### src/sv/ssp_pkg.sv
// Shared types, constants and helpers of the stencil sparsity pattern generator.
`default_nettype none

package ssp_pkg;

    localparam int EXT_BITS  = 10;
    localparam int EXT_W     = EXT_BITS + 1;
    localparam int PLANE_W   = 2 * EXT_BITS + 1;
    localparam int TOT_W     = 3 * EXT_BITS + 1;
    localparam int VTX_W     = 30;
    localparam int ROW_W     = VTX_W + 1;
    localparam int NSTEPS    = 2 * EXT_BITS;
    localparam int CNT_W     = 3;
    localparam int DIR_W     = 2;
    localparam int ADDR_W    = 2;
    localparam int IN_TDATA_W  = 32;
    localparam int OUT_TDATA_W = 72;

    localparam logic [ADDR_W-1:0] REG_GRID_X = 2'd0;
    localparam logic [ADDR_W-1:0] REG_GRID_Y = 2'd1;
    localparam logic [ADDR_W-1:0] REG_GRID_Z = 2'd2;

    typedef logic [VTX_W-1:0]   t_vtx;
    typedef logic [ROW_W-1:0]   t_row;
    typedef logic [EXT_W-1:0]   t_ext;
    typedef logic [PLANE_W-1:0] t_plane;
    typedef logic [TOT_W-1:0]   t_tot;

    typedef enum logic [DIR_W-1:0] {
        DIR_SELF = 2'd0,
        DIR_XM   = 2'd1,
        DIR_YM   = 2'd2,
        DIR_ZM   = 2'd3
    } t_dir;

    // one division step stage: vertex, running remainder, y-neighbor flag
    typedef struct packed {
        logic vld;
        t_vtx vertex;
        t_vtx rem;
        logic jnz;
    } t_stage;

    function automatic t_ext clamp_ext(input t_ext raw);
        t_ext top;
        top = t_ext'(1) << EXT_BITS;
        if (raw == '0) begin
            return t_ext'(1);
        end else if (raw > top) begin
            return top;
        end
        return raw;
    endfunction

endpackage

`default_nettype wire

### src/sv/stencil_sparsity_pattern_generator_unit.sv
// Top level of the seven-point stencil lower-triangle sparsity pattern generator.
//
// Slave stream: one request per vertex, tdata[29:0] is the zero-based linear index
// (x fastest, then y, then z). Master stream: one request per nonzero, in the order
// self, x-1, y-1, z-1; tlast marks the vertex's final entry, which also carries the
// entry count. tuser flags a vertex at or beyond nx*ny*nz (single entry, column 0).
// Config port: write grid_x/grid_y/grid_z (index 0/1/2) while the block is idle;
// zero reads as 1, values above 1024 saturate to 1024.
// Path: the first entry of a vertex passes an input register, 20 compare/subtract
// stages (10 for z, 10 for y/x), then the output register of the serializer.
// Throughput: the serializer drives one entry per cycle while the master is ready;
// a vertex yields 1 to 4 entries, and interior vertices yield 4, which sets the
// sustained rate.
// A stalled master holds the current entry; the pipeline freezes as a whole only
// when its last stage holds a vertex that the serializer cannot take yet.
// Reset clears all valid bits and sets the extents to 1.
`default_nettype none

module stencil_sparsity_pattern_generator_unit (
    input  wire logic                               i_clk,
    input  wire logic                               i_rst_n,
    input  wire logic                               i_cfg_wr_en,
    input  wire logic [ssp_pkg::ADDR_W-1:0]         i_cfg_addr,
    input  wire logic [ssp_pkg::EXT_W-1:0]          i_cfg_wdata,
    input  wire logic                               i_s_axis_tvalid,
    output logic                                    o_s_axis_tready,
    input  wire logic [ssp_pkg::IN_TDATA_W-1:0]     i_s_axis_tdata,  // [29:0] vertex
    output logic                                    o_m_axis_tvalid,
    input  wire logic                               i_m_axis_tready,
    // [30:0] row_index, [61:31] col_index, [63:62] direction, [66:64] entry_count
    output logic [ssp_pkg::OUT_TDATA_W-1:0]         o_m_axis_tdata,
    output logic                                    o_m_axis_tlast,
    output logic                                    o_m_axis_tuser   // [0] out_of_range
);

    ssp_pkg::t_ext   r_grid_x;
    ssp_pkg::t_ext   r_grid_y;
    ssp_pkg::t_ext   r_grid_z;
    ssp_pkg::t_ext   r_nx;
    ssp_pkg::t_ext   r_nz;
    ssp_pkg::t_plane r_plane;
    ssp_pkg::t_tot   r_total;

    logic            r_in_vld;
    ssp_pkg::t_vtx   r_in_vertex;
    logic            w_en;
    logic            w_emit_rdy;

    ssp_pkg::t_stage w_st [ssp_pkg::NSTEPS+1];

    ssp_pkg::t_row   w_row;
    ssp_pkg::t_row   w_col;
    ssp_pkg::t_dir   w_dir;
    logic [ssp_pkg::CNT_W-1:0] w_cnt;

    always_ff @(posedge i_clk) begin
        if (!i_rst_n) begin
            r_grid_x <= ssp_pkg::t_ext'(1);
            r_grid_y <= ssp_pkg::t_ext'(1);
            r_grid_z <= ssp_pkg::t_ext'(1);
        end else if (i_cfg_wr_en) begin
            case (i_cfg_addr)
                ssp_pkg::REG_GRID_X: r_grid_x <= i_cfg_wdata;
                ssp_pkg::REG_GRID_Y: r_grid_y <= i_cfg_wdata;
                ssp_pkg::REG_GRID_Z: r_grid_z <= i_cfg_wdata;
                default: ;
            endcase
        end
    end

    // derived extents: nx, nz and plane registered from the grid registers, total from plane and nz
    always_ff @(posedge i_clk) begin
        if (!i_rst_n) begin
            r_nx    <= ssp_pkg::t_ext'(1);
            r_nz    <= ssp_pkg::t_ext'(1);
            r_plane <= ssp_pkg::t_plane'(1);
            r_total <= ssp_pkg::t_tot'(1);
        end else begin
            r_nx    <= ssp_pkg::clamp_ext(r_grid_x);
            r_nz    <= ssp_pkg::clamp_ext(r_grid_z);
            r_plane <= ssp_pkg::t_plane'(ssp_pkg::clamp_ext(r_grid_x))
                       * ssp_pkg::t_plane'(ssp_pkg::clamp_ext(r_grid_y));
            r_total <= ssp_pkg::t_tot'(r_plane) * ssp_pkg::t_tot'(r_nz);
        end
    end

    assign w_en            = !w_st[ssp_pkg::NSTEPS].vld || w_emit_rdy;
    assign o_s_axis_tready = w_en;

    always_ff @(posedge i_clk) begin
        if (!i_rst_n) begin
            r_in_vld <= 1'b0;
        end else if (w_en) begin
            r_in_vld <= i_s_axis_tvalid;
        end
    end

    always_ff @(posedge i_clk) begin
        if (w_en) begin
            r_in_vertex <= i_s_axis_tdata[ssp_pkg::VTX_W-1:0];
        end
    end

    assign w_st[0] = '{vld: r_in_vld, vertex: r_in_vertex, rem: r_in_vertex, jnz: 1'b0};

    // first half: remainder by the xy plane; second half: remainder by nx
    for (genvar s = 0; s < ssp_pkg::NSTEPS; s++) begin : g_step
        ssp_pkg::t_stage w_in;
        ssp_pkg::t_vtx   w_div;

        if (s < ssp_pkg::EXT_BITS) begin : g_plane
            assign w_in  = w_st[s];
            assign w_div = ssp_pkg::t_vtx'(r_plane) << (ssp_pkg::EXT_BITS - 1 - s);
        end else begin : g_x
            if (s == ssp_pkg::EXT_BITS) begin : g_jchk
                assign w_in = '{vld: w_st[s].vld, vertex: w_st[s].vertex,
                                rem: w_st[s].rem,
                                jnz: (w_st[s].rem >= ssp_pkg::t_vtx'(r_nx))};
            end else begin : g_pass
                assign w_in = w_st[s];
            end
            assign w_div = ssp_pkg::t_vtx'(r_nx) << (ssp_pkg::NSTEPS - 1 - s);
        end

        ssp_div_stage u_stage (
            .i_clk     (i_clk),
            .i_rst_n   (i_rst_n),
            .i_en      (w_en),
            .i_stage   (w_in),
            .i_divisor (w_div),
            .o_stage   (w_st[s+1])
        );
    end

    ssp_emit u_emit (
        .i_clk    (i_clk),
        .i_rst_n  (i_rst_n),
        .i_stage  (w_st[ssp_pkg::NSTEPS]),
        .i_nx     (r_nx),
        .i_plane  (r_plane),
        .i_total  (r_total),
        .o_rdy    (w_emit_rdy),
        .o_tvalid (o_m_axis_tvalid),
        .i_tready (i_m_axis_tready),
        .o_row    (w_row),
        .o_col    (w_col),
        .o_dir    (w_dir),
        .o_cnt    (w_cnt),
        .o_last   (o_m_axis_tlast),
        .o_oor    (o_m_axis_tuser)
    );

    assign o_m_axis_tdata = {5'b00000, w_cnt, w_dir, w_col, w_row};

endmodule

`default_nettype wire

### src/sv/ssp_div_stage.sv
// One restoring remainder step of the coordinate split pipeline.
`default_nettype none

module ssp_div_stage (
    input  wire logic            i_clk,
    input  wire logic            i_rst_n,
    input  wire logic            i_en,
    input  wire ssp_pkg::t_stage i_stage,
    input  wire ssp_pkg::t_vtx   i_divisor,
    output ssp_pkg::t_stage      o_stage
);

    logic            r_vld;
    ssp_pkg::t_vtx   r_vertex;
    ssp_pkg::t_vtx   r_rem;
    logic            r_jnz;
    ssp_pkg::t_vtx   n_rem;

    always_comb begin
        if (i_stage.rem >= i_divisor) begin
            n_rem = i_stage.rem - i_divisor;
        end else begin
            n_rem = i_stage.rem;
        end
    end

    always_ff @(posedge i_clk) begin
        if (!i_rst_n) begin
            r_vld <= 1'b0;
        end else if (i_en) begin
            r_vld <= i_stage.vld;
        end
    end

    always_ff @(posedge i_clk) begin
        if (i_en) begin
            r_vertex <= i_stage.vertex;
            r_rem    <= n_rem;
            r_jnz    <= i_stage.jnz;
        end
    end

    assign o_stage = '{vld: r_vld, vertex: r_vertex, rem: r_rem, jnz: r_jnz};

endmodule

`default_nettype wire

### src/sv/ssp_emit.sv
// Output serializer: turns one split vertex into its run of stencil entries.
`default_nettype none

module ssp_emit (
    input  wire logic            i_clk,
    input  wire logic            i_rst_n,
    input  wire ssp_pkg::t_stage i_stage,
    input  wire ssp_pkg::t_ext   i_nx,
    input  wire ssp_pkg::t_plane i_plane,
    input  wire ssp_pkg::t_tot   i_total,
    output logic                 o_rdy,
    output logic                 o_tvalid,
    input  wire logic            i_tready,
    output ssp_pkg::t_row        o_row,
    output ssp_pkg::t_row        o_col,
    output ssp_pkg::t_dir        o_dir,
    output logic [ssp_pkg::CNT_W-1:0] o_cnt,
    output logic                 o_last,
    output logic                 o_oor
);

    logic                      r_busy;
    logic [3:0]                r_mask;
    logic [ssp_pkg::CNT_W-1:0] r_cnt;
    logic                      r_oor;
    ssp_pkg::t_row             r_row;
    ssp_pkg::t_row             r_col [4];

    logic                      n_busy;
    logic [3:0]                n_mask;
    logic [3:0]                w_rest;
    ssp_pkg::t_dir             w_dir;
    logic                      w_last;
    logic                      w_load;
    logic                      w_oor;
    logic                      w_inz;
    logic                      w_knz;
    ssp_pkg::t_row             w_row;

    // lowest pending entry goes out first
    always_comb begin
        if (r_mask[0]) begin
            w_dir = ssp_pkg::DIR_SELF;
        end else if (r_mask[1]) begin
            w_dir = ssp_pkg::DIR_XM;
        end else if (r_mask[2]) begin
            w_dir = ssp_pkg::DIR_YM;
        end else begin
            w_dir = ssp_pkg::DIR_ZM;
        end
    end

    assign w_rest = r_mask & ~(4'b0001 << w_dir);
    assign w_last = (w_rest == 4'b0000);
    assign o_rdy  = !r_busy || (i_tready && w_last);
    assign w_load = i_stage.vld && o_rdy;

    assign w_oor = {1'b0, i_stage.vertex} >= i_total;
    assign w_inz = (i_stage.rem != '0);
    assign w_knz = i_stage.vertex >= ssp_pkg::t_vtx'(i_plane);
    assign w_row = ssp_pkg::t_row'(i_stage.vertex) + ssp_pkg::t_row'(1);

    always_comb begin
        n_busy = r_busy;
        n_mask = r_mask;
        if (w_load) begin
            n_busy = 1'b1;
            n_mask = w_oor ? 4'b0001 : {w_knz, i_stage.jnz, w_inz, 1'b1};
        end else if (r_busy && i_tready) begin
            n_busy = !w_last;
            n_mask = w_rest;
        end
    end

    always_ff @(posedge i_clk) begin
        if (!i_rst_n) begin
            r_busy <= 1'b0;
            r_mask <= 4'b0000;
        end else begin
            r_busy <= n_busy;
            r_mask <= n_mask;
        end
    end

    always_ff @(posedge i_clk) begin
        if (w_load) begin
            r_oor    <= w_oor;
            r_row    <= w_row;
            r_cnt    <= w_oor ? '0 :
                        ssp_pkg::CNT_W'(1) + ssp_pkg::CNT_W'(w_inz)
                        + ssp_pkg::CNT_W'(i_stage.jnz) + ssp_pkg::CNT_W'(w_knz);
            r_col[0] <= w_oor ? '0 : w_row;
            r_col[1] <= ssp_pkg::t_row'(i_stage.vertex);
            r_col[2] <= w_row - ssp_pkg::t_row'(i_nx);
            r_col[3] <= w_row - ssp_pkg::t_row'(i_plane);
        end
    end

    assign o_tvalid = r_busy;
    assign o_row    = r_row;
    assign o_col    = r_col[w_dir];
    assign o_dir    = w_dir;
    assign o_cnt    = w_last ? r_cnt : '0;
    assign o_last   = w_last;
    assign o_oor    = r_oor;

endmodule

`default_nettype wire
### config.mk
export PLATFORM = sky130hd
export DESIGN_NAME = stencil_sparsity_pattern_generator_unit
export DESIGN_NICKNAME = d
export VERILOG_FILES = /design/src/sv/ssp_pkg.sv /design/src/sv/stencil_sparsity_pattern_generator_unit.sv /design/src/sv/ssp_div_stage.sv /design/src/sv/ssp_emit.sv
export SDC_FILE = /design/constraint.sdc
export NUM_CORES = 2
export LEC_CHECK = 0
export BUFFER_PORTS_ARGS = -buffer_cell sky130_fd_sc_hd__buf_2
export CORE_ASPECT_RATIO = 1.5
export CORE_UTILIZATION = 30
export CTS_CLUSTER_DIAMETER = 100
export DETAILED_ROUTE_END_ITERATION = 10
export GPL_TIMING_DRIVEN = 0
export PLACE_DENSITY = 0.41
export SYNTH_ARGS = -nofsm -noshare
export SYNTH_HDL_FRONTEND = slang
export SYNTH_SLANG_ARGS = --single-unit
### constraint.sdc
create_clock -name i_clk -period 65.6 [get_ports i_clk]
set_input_delay 13.12 -clock i_clk [delete_from_list [all_inputs] [get_ports i_clk]]
set_output_delay 13.12 -clock i_clk [all_outputs]
set_load 0.05 [all_outputs]
==> flow_metrics.env <==
export IMPL_status="finished, violations left"
export IMPL_violations="capacitance limit, slew limit"
export IMPL_critPathRequiredTime_ps=52480
export IMPL_placementRows=235
export IMPL_final_common_cell="edfxtp_1"
export IMPL_ys_flop_type="edfxtp_1"
export IMPL_drv_slew=1
export IMPL_htree_levels=4
export IMPL_synth_edf_count=1353
export IMPL_avgSynthCellArea_um2=11.7
export IMPL_tightest_slew_ps=1490
export IMPL_grt_pass1_wl_mm=352
export IMPL_cts_buffers=173
export IMPL_clk_pin_slew_worst_paths_ps=60
export IMPL_syn_area_mm2=0.0825
export IMPL_vias=54126
export IMPL_cts_hold_buf=0
export IMPL_root_buffer="clkbuf_16"
export IMPL_rsz0062_at_grt="no"
export IMPL_vdd_drop_max_v=0.0000200
export IMPL_layout_min_cycle_time_ps=30310
export IMPL_start_kind="input pin"
export IMPL_first_iter_violations=2857
export IMPL_hold_viol=0
export IMPL_via_per_inst=4.89
export IMPL_drtPass1Iterations=5
export IMPL_die_w_um=430
export IMPL_synth_xor_area_frac=0.0567
export IMPL_path_max_fanout=65
export IMPL_syn_instance_count=7055
export IMPL_synth_compound_area_frac=0.0969
export IMPL_synth_warnings=0
export IMPL_wirelength_mm=236
export IMPL_gp_congestion=0.857
export IMPL_tns_ps=0
export IMPL_io_buffers=117
export IMPL_ys_types=86
export IMPL_skew_ps=49.3
export IMPL_p_leak_uw=0.0354
export IMPL_overflow=0
export IMPL_io_pins=126
export IMPL_grt_max_degree=105
export IMPL_synthToLayoutAreaGrowth_pct=13.8
export IMPL_dieArea_mm2=0.277
export IMPL_ys_async_sr_fraction=0
export IMPL_track_usage=0.168
export IMPL_powerDensity_mw_per_mm2=38.3
export IMPL_cts_sinks=1486
export IMPL_fmax_mhz=33.0
export IMPL_antenna_found_initial=14
export IMPL_fin_nets=8240
export IMPL_synth_seq_cells=1486
export IMPL_final_cell_mix="1,353 x edfxtp_1, 642 x nand2_1, 547 x nor2_1"
export IMPL_dpl_hpwl_mm=179
export IMPL_max_slew_margin_rel=-0.00414
export IMPL_clkLatencyLatePin_ps=840
export IMPL_fillers=27091
export IMPL_core_area_mm2=0.273
export IMPL_synth_top_family_by_area="adder cells"
export IMPL_cp_end_kind="output pin"
export IMPL_initial_utilization=0.302
export IMPL_yosys_area_share_adder=0.148
export IMPL_drc=0
export IMPL_synth_seq_area_share=0.525
export IMPL_die_h_um=644
export IMPL_first_global_vias=57209
export IMPL_tritoncts="done"
export IMPL_post_cts_buffers=0
export IMPL_wl_per_cell_um=21.3
export IMPL_worstPathArrival_ps=17190
export IMPL_hp_class="register to register"
export IMPL_ant_nets=0
export IMPL_synthMuxAreaShare=0.0141
export IMPL_cts_resized_gates=0
export IMPL_finalSetupViolCount=0
export IMPL_power_uw=3590
export IMPL_drive_gt1_frac=0.0682
export IMPL_yosys_area_share_simple=0.130
export IMPL_drv_cap=1
export IMPL_finalCritPeriodShare=0.462
export IMPL_cts_path_max_buffers=4
export IMPL_path_class="input pin to output pin"
[through the flow]
stage	area, µm²	util	instances	setup WS, ps	hold WS, ps
after global placement	87500	0.320	10731	-14500	400
final	93800	0.344	11064	35290	390
after CTS	93800	0.343	11057	35130	381
after detailed placement	88300	0.323	10759	35150	405
after global routing	93800	0.344	11059	34890	393
after floorplan	82500	-	7059	6110	400
[synthesized netlist by cell type, drive strengths merged (7+ instances only)]
library cell / number / area, µm²
edfxtp: 1353 / 40600
nand2: 642 / 2410
nor2: 547 / 2050
ha: 540 / 6760
inv: 456 / 1710
a21oi: 386 / 1930
xnor2: 317 / 2780
o21ai: 313 / 1570
fa: 271 / 5430
xor2: 217 / 1900
a21o: 166 / 1250
clkbuf: 153 / 574
and2: 150 / 938
nor2b: 148 / 926
dfxtp: 133 / 2660
nor3: 130 / 651
nand2b: 102 / 638
nand3: 91 / 455
nand4: 71 / 444
nor4: 70 / 450
o21a: 63 / 473
or3: 59 / 369
a21boi: 55 / 413
mux2: 55 / 619
mux2i: 54 / 541
o31ai: 51 / 383
and3: 42 / 263
o22ai: 38 / 238
a211oi: 35 / 263
o21bai: 30 / 225
buf: 26 / 138
a31oi: 24 / 150
or4: 21 / 158
nor3b: 20 / 155
o211ai: 20 / 150
or2: 20 / 125
and4: 19 / 166
nand4b: 18 / 158
nor4b: 16 / 140
nand3b: 11 / 82.6
a221oi: 10 / 93.8
a31o: 10 / 87.6
o41ai: 10 / 87.6
a2111oi: 9 / 85.1
a211o: 7 / 61.3
[final cells by class]
cell class | instances | area [µm²] | area share
Antenna cell | 7 | 17.5 | 0.000187
Buffer | 179 | 716 | 0.00763
Clock buffer | 211 | 4550 | 0.0485
Clock inverter | 87 | 1010 | 0.0108
Inverter | 457 | 1720 | 0.0184
Multi-Input combinational cell | 4937 | 36800 | 0.392
Sequential cell | 1486 | 43300 | 0.461
Tap cell | 3555 | 4450 | 0.0474
Timing Repair Buffer | 145 | 1300 | 0.0138
[state kept, by name, summed over array words and instances, names as in the netlist]
signal / count
g_step.u_stage.r_jnz: 10
g_step.u_stage.r_rem: 600
g_step.u_stage.r_vertex: 555
g_step.u_stage.r_vld: 20
r_grid_x: 11
r_grid_y: 11
r_grid_z: 11
r_in_vertex: 30
r_in_vld: 1
r_nx: 11
r_nz: 11
r_plane: 21
r_total: 31
u_emit.o_oor: 1
u_emit.o_row: 31
u_emit.o_tvalid: 1
u_emit.r_cnt: 3
u_emit.r_col: 123
u_emit.r_mask: 4
[kinds of logic after synthesis]
| logic type | count (synthesis) |
|---|---|
| AOI/OAI and AO/OA | 1284 |
| xor gates and xnor gates | 534 |
| adders and majority gates | 812 |
| buffers and inverters | 636 |
| DFF | 1486 |
| muxes | 109 |
| other | 1 |
| and+or+nand+nor | 2193 |
[worst max-delay path: stages]
cell	delay, ps
buf_2	90
a21boi_0	110
and2_0	260
inv_1	100
clkbuf_4	590
buf_16	330
buf_12	270
buf_16	280
buf_12	270
buf_16	310
buf_16	330
buf_16	280
buf_16	270
buf_2	330
[path summary, 6_finish.rpt]
kind	depth (start not counted)	endpoint	slack, ps	from
max	14	o_s_axis_tready	35290	i_m_axis_tready
min	0	g_step[18].u_stage.r_vertex[9]	390	g_step[17].u_stage.r_vertex[9]
max reg2reg	21	r_total[28]	58570	r_plane[0]
min reg2reg	0	g_step[18].u_stage.r_vertex[9]	390	g_step[17].u_stage.r_vertex[9]
[per-layer routing]
layer,vias up,track usage,part of all wire
met2,1024,0.330,0.55
met4,2,0.0858,0.055
met5,-,0,0.000055
li1,26012,-,-
met3,489,0.0216,0.033
met1,26599,0.172,0.37
[report_power, final]
| part | total, µW | switching, µW | internal [µW] | leakage [µW] |
|---|---|---|---|---|
| Clock | 969 | 394 | 575 | 0.00269 |
| Combinational | 1150 | 649 | 500 | 0.0176 |
| Sequential | 1470 | 148 | 1320 | 0.0151 |
| Total | 3590 | 1190 | 2400 | 0.0354 |
No activity file was read; power rests on OpenSTA's default activity.
